<file path="src/hdl/csv_field_tokenizer_row_slicer_unit_defines.svh">
// Assertion macros for the CSV tokenizer and row slicer.
`ifndef CSV_FIELD_TOKENIZER_ROW_SLICER_UNIT_DEFINES_SVH
`define CSV_FIELD_TOKENIZER_ROW_SLICER_UNIT_DEFINES_SVH

`ifndef SYNTHESIS

// Same-cycle implication, checked at every rising clock edge out of reset.
`define CSVT_ASSERT_NOW(lbl, ante, cons) \
    lbl: assert property (@(posedge clk) disable iff (!rst_n) (ante) |-> (cons)) \
        else $error("csv tokenizer check failed");

// Next-cycle implication.
`define CSVT_ASSERT_NEXT(lbl, ante, cons) \
    lbl: assert property (@(posedge clk) disable iff (!rst_n) (ante) |=> (cons)) \
        else $error("csv tokenizer check failed");

`else

`define CSVT_ASSERT_NOW(lbl, ante, cons)
`define CSVT_ASSERT_NEXT(lbl, ante, cons)

`endif

`endif

</file>
<file path="src/hdl/csvtok_pkg.sv">
// Constants, types and helper functions of the CSV tokenizer and row slicer.
package csvtok_pkg;

    localparam int MAX_COLUMNS    = 64;
    localparam int ROW_COUNT_BITS = 32;
    localparam int CMP_W          = (ROW_COUNT_BITS > 32) ? ROW_COUNT_BITS : 32;

    localparam logic [7:0]  CH_QUOTE  = 8'h22;
    localparam logic [7:0]  CH_COMMA  = 8'h2C;
    localparam logic [7:0]  CH_CR     = 8'h0D;
    localparam logic [7:0]  CH_LF     = 8'h0A;
    localparam logic [15:0] FIELD_SAT = 16'hFFFF;
    localparam logic [5:0]  COL_SAT   = 6'd63;

    typedef enum logic [1:0] {
        CFG_FIRST_ROW,
        CFG_STOP_ROW,
        CFG_ROW_STEP,
        CFG_COLUMN_MASK
    } cfg_reg_t;

    typedef enum logic [1:0] {
        SCAN_NONE,
        SCAN_CHAR,
        SCAN_SEP
    } scan_kind_t;

    typedef logic [ROW_COUNT_BITS-1:0] row_cnt_t;

    typedef struct packed {
        scan_kind_t kind;
        logic       in_quotes;
        logic       quote_pending;
    } scan_t;

    typedef struct packed {
        logic [31:0] row_index;
        logic [5:0]  column_index;
        logic        char_valid;
        logic [7:0]  char_value;
        logic        field_end;
        logic        row_end;
        logic        field_count_error;
        logic        last;
    } result_t;

    // Quote state machine for one byte; the caller handles LF and ignores the result for it.
    function automatic scan_t scan_byte(logic [7:0] b, logic iq, logic qp);
        scan_t s;
        logic  outside;
        s.kind          = SCAN_NONE;
        s.in_quotes     = iq;
        s.quote_pending = 1'b0;
        outside         = 1'b0;
        if (qp) begin
            if (b == CH_QUOTE) begin
                s.kind = SCAN_CHAR;
            end
            else begin
                s.in_quotes = 1'b0;
                outside     = 1'b1;
            end
        end
        else if (iq) begin
            if (b == CH_QUOTE) begin
                s.quote_pending = 1'b1;
            end
            else begin
                s.kind = SCAN_CHAR;
            end
        end
        else if (b == CH_QUOTE) begin
            s.in_quotes = 1'b1;
        end
        else begin
            outside = 1'b1;
        end
        if (outside) begin
            if (b == CH_COMMA) begin
                s.kind = SCAN_SEP;
            end
            else if (b == CH_CR) begin
                s.kind = SCAN_NONE;
            end
            else begin
                s.kind = SCAN_CHAR;
            end
        end
        return s;
    endfunction

    function automatic logic [15:0] sat_inc16(logic [15:0] v);
        return (v == FIELD_SAT) ? v : v + 16'd1;
    endfunction

    function automatic row_cnt_t row_inc(row_cnt_t c);
        return (c == '1) ? c : c + row_cnt_t'(1);
    endfunction

    function automatic logic row_ge(row_cnt_t c, logic [31:0] v);
        return CMP_W'(c) >= CMP_W'(v);
    endfunction

    function automatic logic col_on(logic [15:0] f, logic [63:0] mask);
        return (f < 16'(MAX_COLUMNS)) && mask[f[5:0]];
    endfunction

    function automatic logic [5:0] col_index(logic [15:0] f);
        return (f > 16'(COL_SAT)) ? COL_SAT : f[5:0];
    endfunction

endpackage

</file>
<file path="src/hdl/csv_field_tokenizer_row_slicer_unit.sv">
// Top level: CSV byte tokenizer, row selection and a four-entry result queue.
// Results are registered into the result queue when their byte is taken.
// Throughput: one byte per cycle while the result queue holds at most two results;
// a byte that flushes a held-back empty line can give two results, which the
// four-entry queue absorbs.
// Reset (rst_n low, asynchronous) clears the parser state, the queue and restores
// the register defaults; after a field count error the block drops all bytes until reset.
`include "csv_field_tokenizer_row_slicer_unit_defines.svh"

module csv_field_tokenizer_row_slicer_unit
(
    input  logic        clk,
    input  logic        rst_n,
    // configuration write port
    input  logic        cfg_we,
    input  logic [1:0]  cfg_index,
    input  logic [63:0] cfg_data,
    // byte stream in
    input  logic        s_tvalid,
    output logic        s_tready,
    input  logic [7:0]  s_tdata,   // [7:0] byte_value
    input  logic        s_tlast,   // end_of_file
    // result stream out
    output logic        m_tvalid,
    input  logic        m_tready,
    output logic [47:0] m_tdata,   // [31:0] row_index, [37:32] column_index,
                                   // [45:38] char_value, [47:46] zero
    output logic [3:0]  m_tuser,   // [0] char_valid, [1] field_end, [2] row_end,
                                   // [3] field_count_error
    output logic        m_tlast    // last
);

    // configuration registers
    logic [31:0] first_row_reg;
    logic [32:0] stop_row_reg;
    logic [15:0] row_step_reg;
    logic [63:0] column_mask_reg;

    // parser state
    logic                 in_quotes_reg,          in_quotes_next;
    logic                 quote_pending_reg,      quote_pending_next;
    logic                 header_done_reg,        header_done_next;
    logic [15:0]          header_field_total_reg, header_field_total_next;
    logic [15:0]          field_num_reg,          field_num_next;
    csvtok_pkg::row_cnt_t row_cnt_reg,            row_cnt_next;
    logic [15:0]          step_phase_reg,         step_phase_next;
    logic                 line_has_bytes_reg,     line_has_bytes_next;
    logic                 empty_pending_reg,      empty_pending_next;
    logic                 halted_reg,             halted_next;

    // result queue
    csvtok_pkg::result_t fifo_mem [4];
    logic [1:0]          wr_ptr_reg, wr_ptr_next;
    logic [1:0]          rd_ptr_reg, rd_ptr_next;
    logic [2:0]          count_reg,  count_next;

    logic accept;
    logic pop;

    // end-of-row terms, taken from the current state
    logic                 stopped0;
    logic                 ge_first0;
    logic                 sel0;
    logic                 row_err;
    logic [15:0]          step_eff;
    logic [15:0]          phase_after;
    csvtok_pkg::row_cnt_t cnt_after;
    csvtok_pkg::result_t  er_res;

    // data byte terms, taken from the state after an optional flushed empty line
    logic                 flush;
    logic                 iq_s;
    logic                 qp_s;
    logic [15:0]          fn_s;
    csvtok_pkg::row_cnt_t cnt_s;
    logic [15:0]          phase_s;
    logic                 stopped1;
    logic                 sel1;
    csvtok_pkg::scan_t    scan;
    csvtok_pkg::result_t  db_res;

    logic                 r0_valid;
    logic                 r1_valid;
    csvtok_pkg::result_t  push_a;
    csvtok_pkg::result_t  push_b;
    logic                 is_lf;

    assign accept   = s_tvalid && s_tready;
    assign s_tready = (count_reg <= 3'd2);
    assign m_tvalid = (count_reg != 3'd0);
    assign pop      = m_tvalid && m_tready;
    assign is_lf    = (s_tdata == csvtok_pkg::CH_LF);

    always_comb
    begin
        m_tdata = {2'b00, fifo_mem[rd_ptr_reg].char_value,
                   fifo_mem[rd_ptr_reg].column_index, fifo_mem[rd_ptr_reg].row_index};
        m_tuser = {fifo_mem[rd_ptr_reg].field_count_error, fifo_mem[rd_ptr_reg].row_end,
                   fifo_mem[rd_ptr_reg].field_end, fifo_mem[rd_ptr_reg].char_valid};
        m_tlast = fifo_mem[rd_ptr_reg].last;
    end

    // configuration writes
    always_ff @(posedge clk or negedge rst_n)
    begin
        if (!rst_n)
        begin
            first_row_reg   <= '0;
            stop_row_reg    <= '1;
            row_step_reg    <= 16'd1;
            column_mask_reg <= '1;
        end
        else if (cfg_we)
        begin
            case (csvtok_pkg::cfg_reg_t'(cfg_index))
                csvtok_pkg::CFG_FIRST_ROW:   first_row_reg   <= cfg_data[31:0];
                csvtok_pkg::CFG_STOP_ROW:    stop_row_reg    <= cfg_data[32:0];
                csvtok_pkg::CFG_ROW_STEP:    row_step_reg    <= cfg_data[15:0];
                csvtok_pkg::CFG_COLUMN_MASK: column_mask_reg <= cfg_data;
                default:                     first_row_reg   <= first_row_reg;
            endcase
        end
    end

    // row end on the current line
    always_comb
    begin
        stopped0  = !stop_row_reg[32] && csvtok_pkg::row_ge(row_cnt_reg, stop_row_reg[31:0]);
        ge_first0 = csvtok_pkg::row_ge(row_cnt_reg, first_row_reg);
        sel0      = !stopped0 && ge_first0 && (step_phase_reg == 16'd0);
        row_err   = (csvtok_pkg::sat_inc16(field_num_reg) != header_field_total_reg);
        step_eff  = (row_step_reg == 16'd0) ? 16'd1 : row_step_reg;
        if (!ge_first0)
        begin
            phase_after = step_phase_reg;
        end
        else if ((17'(step_phase_reg) + 17'd1) >= 17'(step_eff))
        begin
            phase_after = 16'd0;
        end
        else
        begin
            phase_after = step_phase_reg + 16'd1;
        end
        cnt_after = csvtok_pkg::row_inc(row_cnt_reg);

        er_res.row_index         = 32'(row_cnt_reg);
        er_res.column_index      = csvtok_pkg::col_index(field_num_reg);
        er_res.char_valid        = 1'b0;
        er_res.char_value        = 8'd0;
        er_res.field_end         = csvtok_pkg::col_on(field_num_reg, column_mask_reg);
        er_res.row_end           = 1'b1;
        er_res.field_count_error = row_err;
        er_res.last              = 1'b0;
    end

    // data byte, after a held-back empty line has been flushed if there was one
    always_comb
    begin
        flush    = empty_pending_reg;
        iq_s     = flush ? 1'b0 : in_quotes_reg;
        qp_s     = flush ? 1'b0 : quote_pending_reg;
        fn_s     = flush ? 16'd0 : field_num_reg;
        cnt_s    = flush ? cnt_after : row_cnt_reg;
        phase_s  = flush ? phase_after : step_phase_reg;
        stopped1 = !stop_row_reg[32] && csvtok_pkg::row_ge(cnt_s, stop_row_reg[31:0]);
        sel1     = !stopped1 && csvtok_pkg::row_ge(cnt_s, first_row_reg) &&
                   (phase_s == 16'd0);
        scan     = csvtok_pkg::scan_byte(s_tdata, iq_s, qp_s);

        db_res.row_index         = 32'(cnt_s);
        db_res.column_index      = csvtok_pkg::col_index(fn_s);
        db_res.char_valid        = (scan.kind == csvtok_pkg::SCAN_CHAR);
        db_res.char_value        = (scan.kind == csvtok_pkg::SCAN_CHAR) ? s_tdata : 8'd0;
        db_res.field_end         = (scan.kind == csvtok_pkg::SCAN_SEP);
        db_res.row_end           = 1'b0;
        db_res.field_count_error = 1'b0;
        db_res.last              = 1'b0;
    end

    // parser next state and results
    always_comb
    begin
        in_quotes_next          = in_quotes_reg;
        quote_pending_next      = quote_pending_reg;
        header_done_next        = header_done_reg;
        header_field_total_next = header_field_total_reg;
        field_num_next          = field_num_reg;
        row_cnt_next            = row_cnt_reg;
        step_phase_next         = step_phase_reg;
        line_has_bytes_next     = line_has_bytes_reg;
        empty_pending_next      = empty_pending_reg;
        halted_next             = halted_reg;
        r0_valid                = 1'b0;
        r1_valid                = 1'b0;

        if (accept && !halted_reg)
        begin
            if (s_tlast)
            begin
                // finish an open data row, then start over with a new header
                if (!empty_pending_reg && line_has_bytes_reg && header_done_reg && !stopped0)
                begin
                    r0_valid    = sel0;
                    halted_next = sel0 && row_err;
                end
                in_quotes_next          = 1'b0;
                quote_pending_next      = 1'b0;
                header_done_next        = 1'b0;
                header_field_total_next = 16'd0;
                field_num_next          = 16'd0;
                row_cnt_next            = '0;
                step_phase_next         = 16'd0;
                line_has_bytes_next     = 1'b0;
                empty_pending_next      = 1'b0;
            end
            else if (!header_done_reg)
            begin
                if (is_lf)
                begin
                    header_field_total_next = csvtok_pkg::sat_inc16(field_num_reg);
                    header_done_next        = 1'b1;
                    in_quotes_next          = 1'b0;
                    quote_pending_next      = 1'b0;
                    field_num_next          = 16'd0;
                    line_has_bytes_next     = 1'b0;
                end
                else
                begin
                    line_has_bytes_next = 1'b1;
                    in_quotes_next      = scan.in_quotes;
                    quote_pending_next  = scan.quote_pending;
                    if (scan.kind == csvtok_pkg::SCAN_SEP)
                    begin
                        field_num_next = csvtok_pkg::sat_inc16(field_num_reg);
                    end
                end
            end
            else if (!stopped0)
            begin
                if (flush || (is_lf && line_has_bytes_reg))
                begin
                    r0_valid            = sel0;
                    halted_next         = sel0 && row_err;
                    step_phase_next     = phase_after;
                    row_cnt_next        = cnt_after;
                    in_quotes_next      = 1'b0;
                    quote_pending_next  = 1'b0;
                    field_num_next      = 16'd0;
                    line_has_bytes_next = 1'b0;
                    empty_pending_next  = 1'b0;
                end
                if (!(sel0 && row_err && flush) && !stopped1 && !(is_lf && !flush &&
                    line_has_bytes_reg))
                begin
                    if (is_lf)
                    begin
                        // hold back an empty line until the next byte
                        empty_pending_next = 1'b1;
                    end
                    else
                    begin
                        line_has_bytes_next = 1'b1;
                        in_quotes_next      = scan.in_quotes;
                        quote_pending_next  = scan.quote_pending;
                        r1_valid            = (scan.kind != csvtok_pkg::SCAN_NONE) && sel1 &&
                                              csvtok_pkg::col_on(fn_s, column_mask_reg);
                        if (scan.kind == csvtok_pkg::SCAN_SEP)
                        begin
                            field_num_next = csvtok_pkg::sat_inc16(fn_s);
                        end
                        else
                        begin
                            field_num_next = fn_s;
                        end
                    end
                end
            end
        end

        // order results for the queue and mark the final one
        push_a      = r0_valid ? er_res : db_res;
        push_a.last = !(r0_valid && r1_valid);
        push_b      = db_res;
        push_b.last = 1'b1;

        wr_ptr_next = wr_ptr_reg + 2'(r0_valid) + 2'(r1_valid);
        rd_ptr_next = rd_ptr_reg + 2'(pop);
        count_next  = count_reg + 3'(r0_valid) + 3'(r1_valid) - 3'(pop);
    end

    always_ff @(posedge clk or negedge rst_n)
    begin
        if (!rst_n)
        begin
            in_quotes_reg          <= 1'b0;
            quote_pending_reg      <= 1'b0;
            header_done_reg        <= 1'b0;
            header_field_total_reg <= 16'd0;
            field_num_reg          <= 16'd0;
            row_cnt_reg            <= '0;
            step_phase_reg         <= 16'd0;
            line_has_bytes_reg     <= 1'b0;
            empty_pending_reg      <= 1'b0;
            halted_reg             <= 1'b0;
            wr_ptr_reg             <= 2'd0;
            rd_ptr_reg             <= 2'd0;
            count_reg              <= 3'd0;
        end
        else
        begin
            in_quotes_reg          <= in_quotes_next;
            quote_pending_reg      <= quote_pending_next;
            header_done_reg        <= header_done_next;
            header_field_total_reg <= header_field_total_next;
            field_num_reg          <= field_num_next;
            row_cnt_reg            <= row_cnt_next;
            step_phase_reg         <= step_phase_next;
            line_has_bytes_reg     <= line_has_bytes_next;
            empty_pending_reg      <= empty_pending_next;
            halted_reg             <= halted_next;
            wr_ptr_reg             <= wr_ptr_next;
            rd_ptr_reg             <= rd_ptr_next;
            count_reg              <= count_next;
        end
    end

    // queue storage, no reset needed
    always_ff @(posedge clk)
    begin
        if (r0_valid || r1_valid)
        begin
            fifo_mem[wr_ptr_reg] <= push_a;
        end
        if (r0_valid && r1_valid)
        begin
            fifo_mem[wr_ptr_reg + 2'd1] <= push_b;
        end
    end

    `CSVT_ASSERT_NOW(a_queue_bound, 1'b1, count_reg <= 3'd4)
    `CSVT_ASSERT_NOW(a_room_on_accept, s_tvalid && s_tready, count_reg <= 3'd2)
    `CSVT_ASSERT_NEXT(a_halt_sticks, halted_reg, halted_reg && count_reg <= $past(count_reg))
    `CSVT_ASSERT_NEXT(a_halt_reports, !halted_reg && halted_next, halted_reg && count_reg != 3'd0)

endmodule
</file>
<file path="config.mk">
export PLATFORM = sky130hd
export DESIGN_NAME = csv_field_tokenizer_row_slicer_unit
export DESIGN_NICKNAME = d
export VERILOG_FILES = /design/src/hdl/csvtok_pkg.sv /design/src/hdl/csv_field_tokenizer_row_slicer_unit.sv
export VERILOG_INCLUDE_DIRS = /design/src /design/src/hdl
export SDC_FILE = /design/constraint.sdc
export NUM_CORES = 1
export LEC_CHECK = 0
export ABC_AREA = 1
export BUFFER_PORTS_ARGS = -buffer_cell sky130_fd_sc_hd__buf_2
export CAP_MARGIN = 20
export CORE_ASPECT_RATIO = 0.8
export CORE_MARGIN = 3
export CORE_UTILIZATION = 60
export DETAILED_ROUTE_END_ITERATION = 8
export MAX_ROUTING_LAYER = met4
export PLACE_DENSITY = 0.78
export REMOVE_ABC_BUFFERS = 1
export SYNTH_ARGS = -nofsm -noshare
export SYNTH_HDL_FRONTEND = slang
export SYNTH_SLANG_ARGS = --single-unit
export TNS_END_PERCENT = 30
</file>
<file path="constraint.sdc">
create_clock -name clk -period 8.3 [get_ports clk]
set_clock_uncertainty 0.05 [all_clocks]
set_input_delay 0.83 -clock clk [delete_from_list [all_inputs] [get_ports clk]]
set_output_delay 0.83 -clock clk [all_outputs]
set_load 0.005 [all_outputs]
</file>
==> summary.md <==
| Metric | Value |
|---|---|
| Run status | finished, final reports clean |
| RSZ-0062 raised after global routing | no |
| Drt pass-1 iters | 6 |
| Grt ovf | 0 |
| Post-synthesis cell area | 29,200 um^2 |
| Worst-Skew Late Latency | 610 ps |
| Total number of vias | 27,313 |
| Fin nets | 4,227 |
| Number of buffers added on ports | 132 |
| Cell variety after synth | 59 |
| Routability congestion estimate | 1.02 |
| Diodes inserted | 0 |
| Largest cells by area after synthesis | edfxtp_1 20%, nand2_1 14%, dfrtp_1 12% |
| Antenna Nets Post-Route | 0 |
| Post-synth EDFFs | 192 |
| DR DRC count | 0 |
| WL final | 86.2 mm |
| Post-Synth Simple-Gate Area | 27.2% |
| Final period util | 83.2% |
| Pwr Density | 192 nW/um^2 |
| Largest area contributor in the netlist | edfxtp_1 |
| CTS tree | yes |
| Min-delay worst type | in2async |
| Post-synth top area share | 19.7% |
| Final hold slack | 191 ps |
| Gr usage total | 34.7% |
| Reg-to-reg startpoint | row_cnt_reg[7] |
| Number of synthesized register bits | 442 |
| Area of the die | 51,400 um^2 |
| First-pass GRT wire length | 139 mm |
| Setup_tns | 0 ps |
| Buffer count from post-CTS setup fixing | 0 |
| Compound-gate portion of the synthesized area | 12.7% |
| Vias per Instance | 5.87 |
| Synth Warn # | 0 |
| Max FO, Critical Path | 81 |
| Multiplexer share of the synthesized area | 1.00% |
| Crit start category | register |
| Max_cap viols | 0 |
| Critical Path End Type | register |
| Starting DRT DRC Count | 3,267 |
| Critical register-to-register path endpoint | fifo_mem[3][31] |
| Ports | 135 |
| Mean post-synth cell area | 7.36 um^2 |
| Leak Pwr | 0.0154 uW |
| Crit path DAT | 7060 ps |
| Area grow syn2layout | 8.64% |
| Sequential fraction of the synthesis area | 41.3% |
| Cells after Synth | 3,970 |
| XOR/XNOR Fraction of Synth Area | 1.59% |
| FF-to-FF setup slack | 1390 ps |
| Largest net degree at the start of global routing | 125 |
| Layout cells sized above 1 | 10.3% |
| Minimum clock period | 6910 ps |
| Clock root buffer | clkbuf_16 |
| Largest family of logic cells by synthesized area | simple AND/OR/NAND/NOR gates |
| DR WL/cell | 18.5 um |
| Row count | 71 |
| Initial Utilization | 61.4% |
| Max reg flops | 204 |
| Worst R2R Path Depth | 22 |
| Crit path launch | row_cnt_reg[7] |
| Vias in the first global route | 25,422 |
| Cts repair resizes | 0 |
| Clk slew on worst S/H paths | 60 ps |
| Max clock buf depth | 3 |
| H-tree Lvls | 2 |
| Clk sink count | 442 |
| Die Height | 203 um |
| Synth Flop Type | edfxtp_1 |
| Hold Buf Count CTS | 0 |
| WS Path Type | reg2reg |
| Die width | 253 um |
| Worst setup endpoint | fifo_mem[3][31] |
| Post-DP HPWL | 59.3 mm |
| Final Hold Fails | 0 |
| Max-slew violation count | 0 |
| Max VDD drop | 0.355 mV |
| Final Setup Violations | 0 |
| Worst path required time | 8450 ps |
| Fmax | 145 MHz |
| Total CTS buffers | 46 |
| Post-synth ARST share | 53.8% |
| Tightest Pin Transition | 1160 ps |
| Post-Synth Adder-Cell Area | 6.66% |
| Tot Pwr | 6100 uW |
| Core Area | 47,600 um^2 |
| Max-slew headroom | 22.8% |
| Initial antenna violation count | 0 |
==> report_power, final <==
group	internal, uW	total [uW]	switching [uW]
sequential	2460	2570	108
clock	1260	2190	930
combinational	468	1340	871
==> placed cells by master (no fill, tap or decap), types with 5 or more instances in the layout <==
master     instances
o21ai_0          386
nor4_1            15
nor3_1            51
clkbuf_16         46
o2111ai_1          7
o21ai_1           34
nand4_1           62
buf_4             31
a21oi_1          135
clkbuf_8          11
dfxtp_1           12
mux2_2            26
o22ai_1           89
nand2_4            5
clkinv_2           5
nor2_1           297
nor2_2             7
xor2_1            50
ha_1             154
dfstp_2           98
nand2_1         1111
nand3_1          315
nand3_2            6
o211ai_1          17
nand2_2            9
inv_1            494
clkbuf_1          13
clkinv_1           7
edfxtp_1         192
buf_2            131
inv_2             12
dfrtp_1          138
==> metal layers <==
metal  global-route usage [%]  share of wire [%]
met3                     4.50                9.4
met4                     10.8                3.0
met2                     53.0                 45
met5                        -                  0
met1                     48.7                 43
==> cells in the mapped netlist (all sizes together), types with 7 or more instances <==
cell type / n
a21oi: 135
buf: 74
clkbuf: 119
dfrtp: 140
dfstp: 98
dfxtp: 12
edfxtp: 192
ha: 154
inv: 507
mux2: 26
nand2: 1125
nand3: 323
nand4: 63
nor2: 309
nor3: 54
nor4: 15
o2111ai: 7
o211ai: 17
o21ai: 420
o22ai: 89
xor2: 50
==> worst min path at each step <==
stage / from / to / slack [ps] / depth (start not counted)
2_1_floorplan: halted_reg / halted_reg / 370 / 2
3_3_place_gp: halted_reg / halted_reg / 390 / 2
3_5_place_dp: halted_reg / halted_reg / 400 / 2
4_1_cts: rst_n / row_step_reg[10] / 230 / 1
5_1_grt: rst_n / step_phase_reg[10] / 270 / 1
6_report: rst_n / row_step_reg[10] / 190 / 1
==> through the flow <==
| stage | util, % | std cells | setup WS (ps) | area, um^2 |
|---|---|---|---|---|
| floorplan | - | 3778 | 1080 | 28400 |
| global placement | 63.3 | 4562 | 1780 | 30200 |
| detailed placement | 63.3 | 4562 | 1670 | 30200 |
| CTS | 66.7 | 4648 | 1610 | 31700 |
| global route | 66.7 | 4650 | 885 | 31800 |
| finish | 66.7 | 4650 | 1390 | 31800 |
==> critical path, cell delays in order, from the launching register on <==
cell and delay (ps):
dfrtp_1 480, clkinv_1 290, nor4_1 520, nand2_1 100, nor4_1 330, nand4_1 740, nand2_1 380, nand2_1 70
o21ai_1 300, ha_1 200, nand2_1 60, inv_1 50, nand3_1 90, nor3_1 370, and3_1 300, nand3_1 90
nand3_1 240, nand4_1 170, inv_1 150, nand3_4 130, nand2_4 270, nand2_2 200, nand2_4 810
==> logic make-up (layout without fill, tap and decap cells) <==
| group | after synthesis | count (layout) |
|---|---|---|
| AOI/OAI and AO/OA | 692 | 692 |
| xor gates and xnor gates | 53 | 53 |
| adders and majority gates | 155 | 155 |
| buffers and inverters | 705 | 764 |
| DFF | 442 | 442 |
| muxes | 26 | 26 |
| other | 1 | 2 |
| and+or+nand+nor | 1896 | 1896 |
==> layout make-up <==
type	count	area, um^2
fillers	4159	15900
well taps	620	776
inverters	512	1920
repair buffers	166	963
flip-flops and latches	442	12100
clock inverters	16	229
multi-input cells	2824	14400
clock buffers	70	1350
Note: power is estimated with default switching activity, not from simulation.
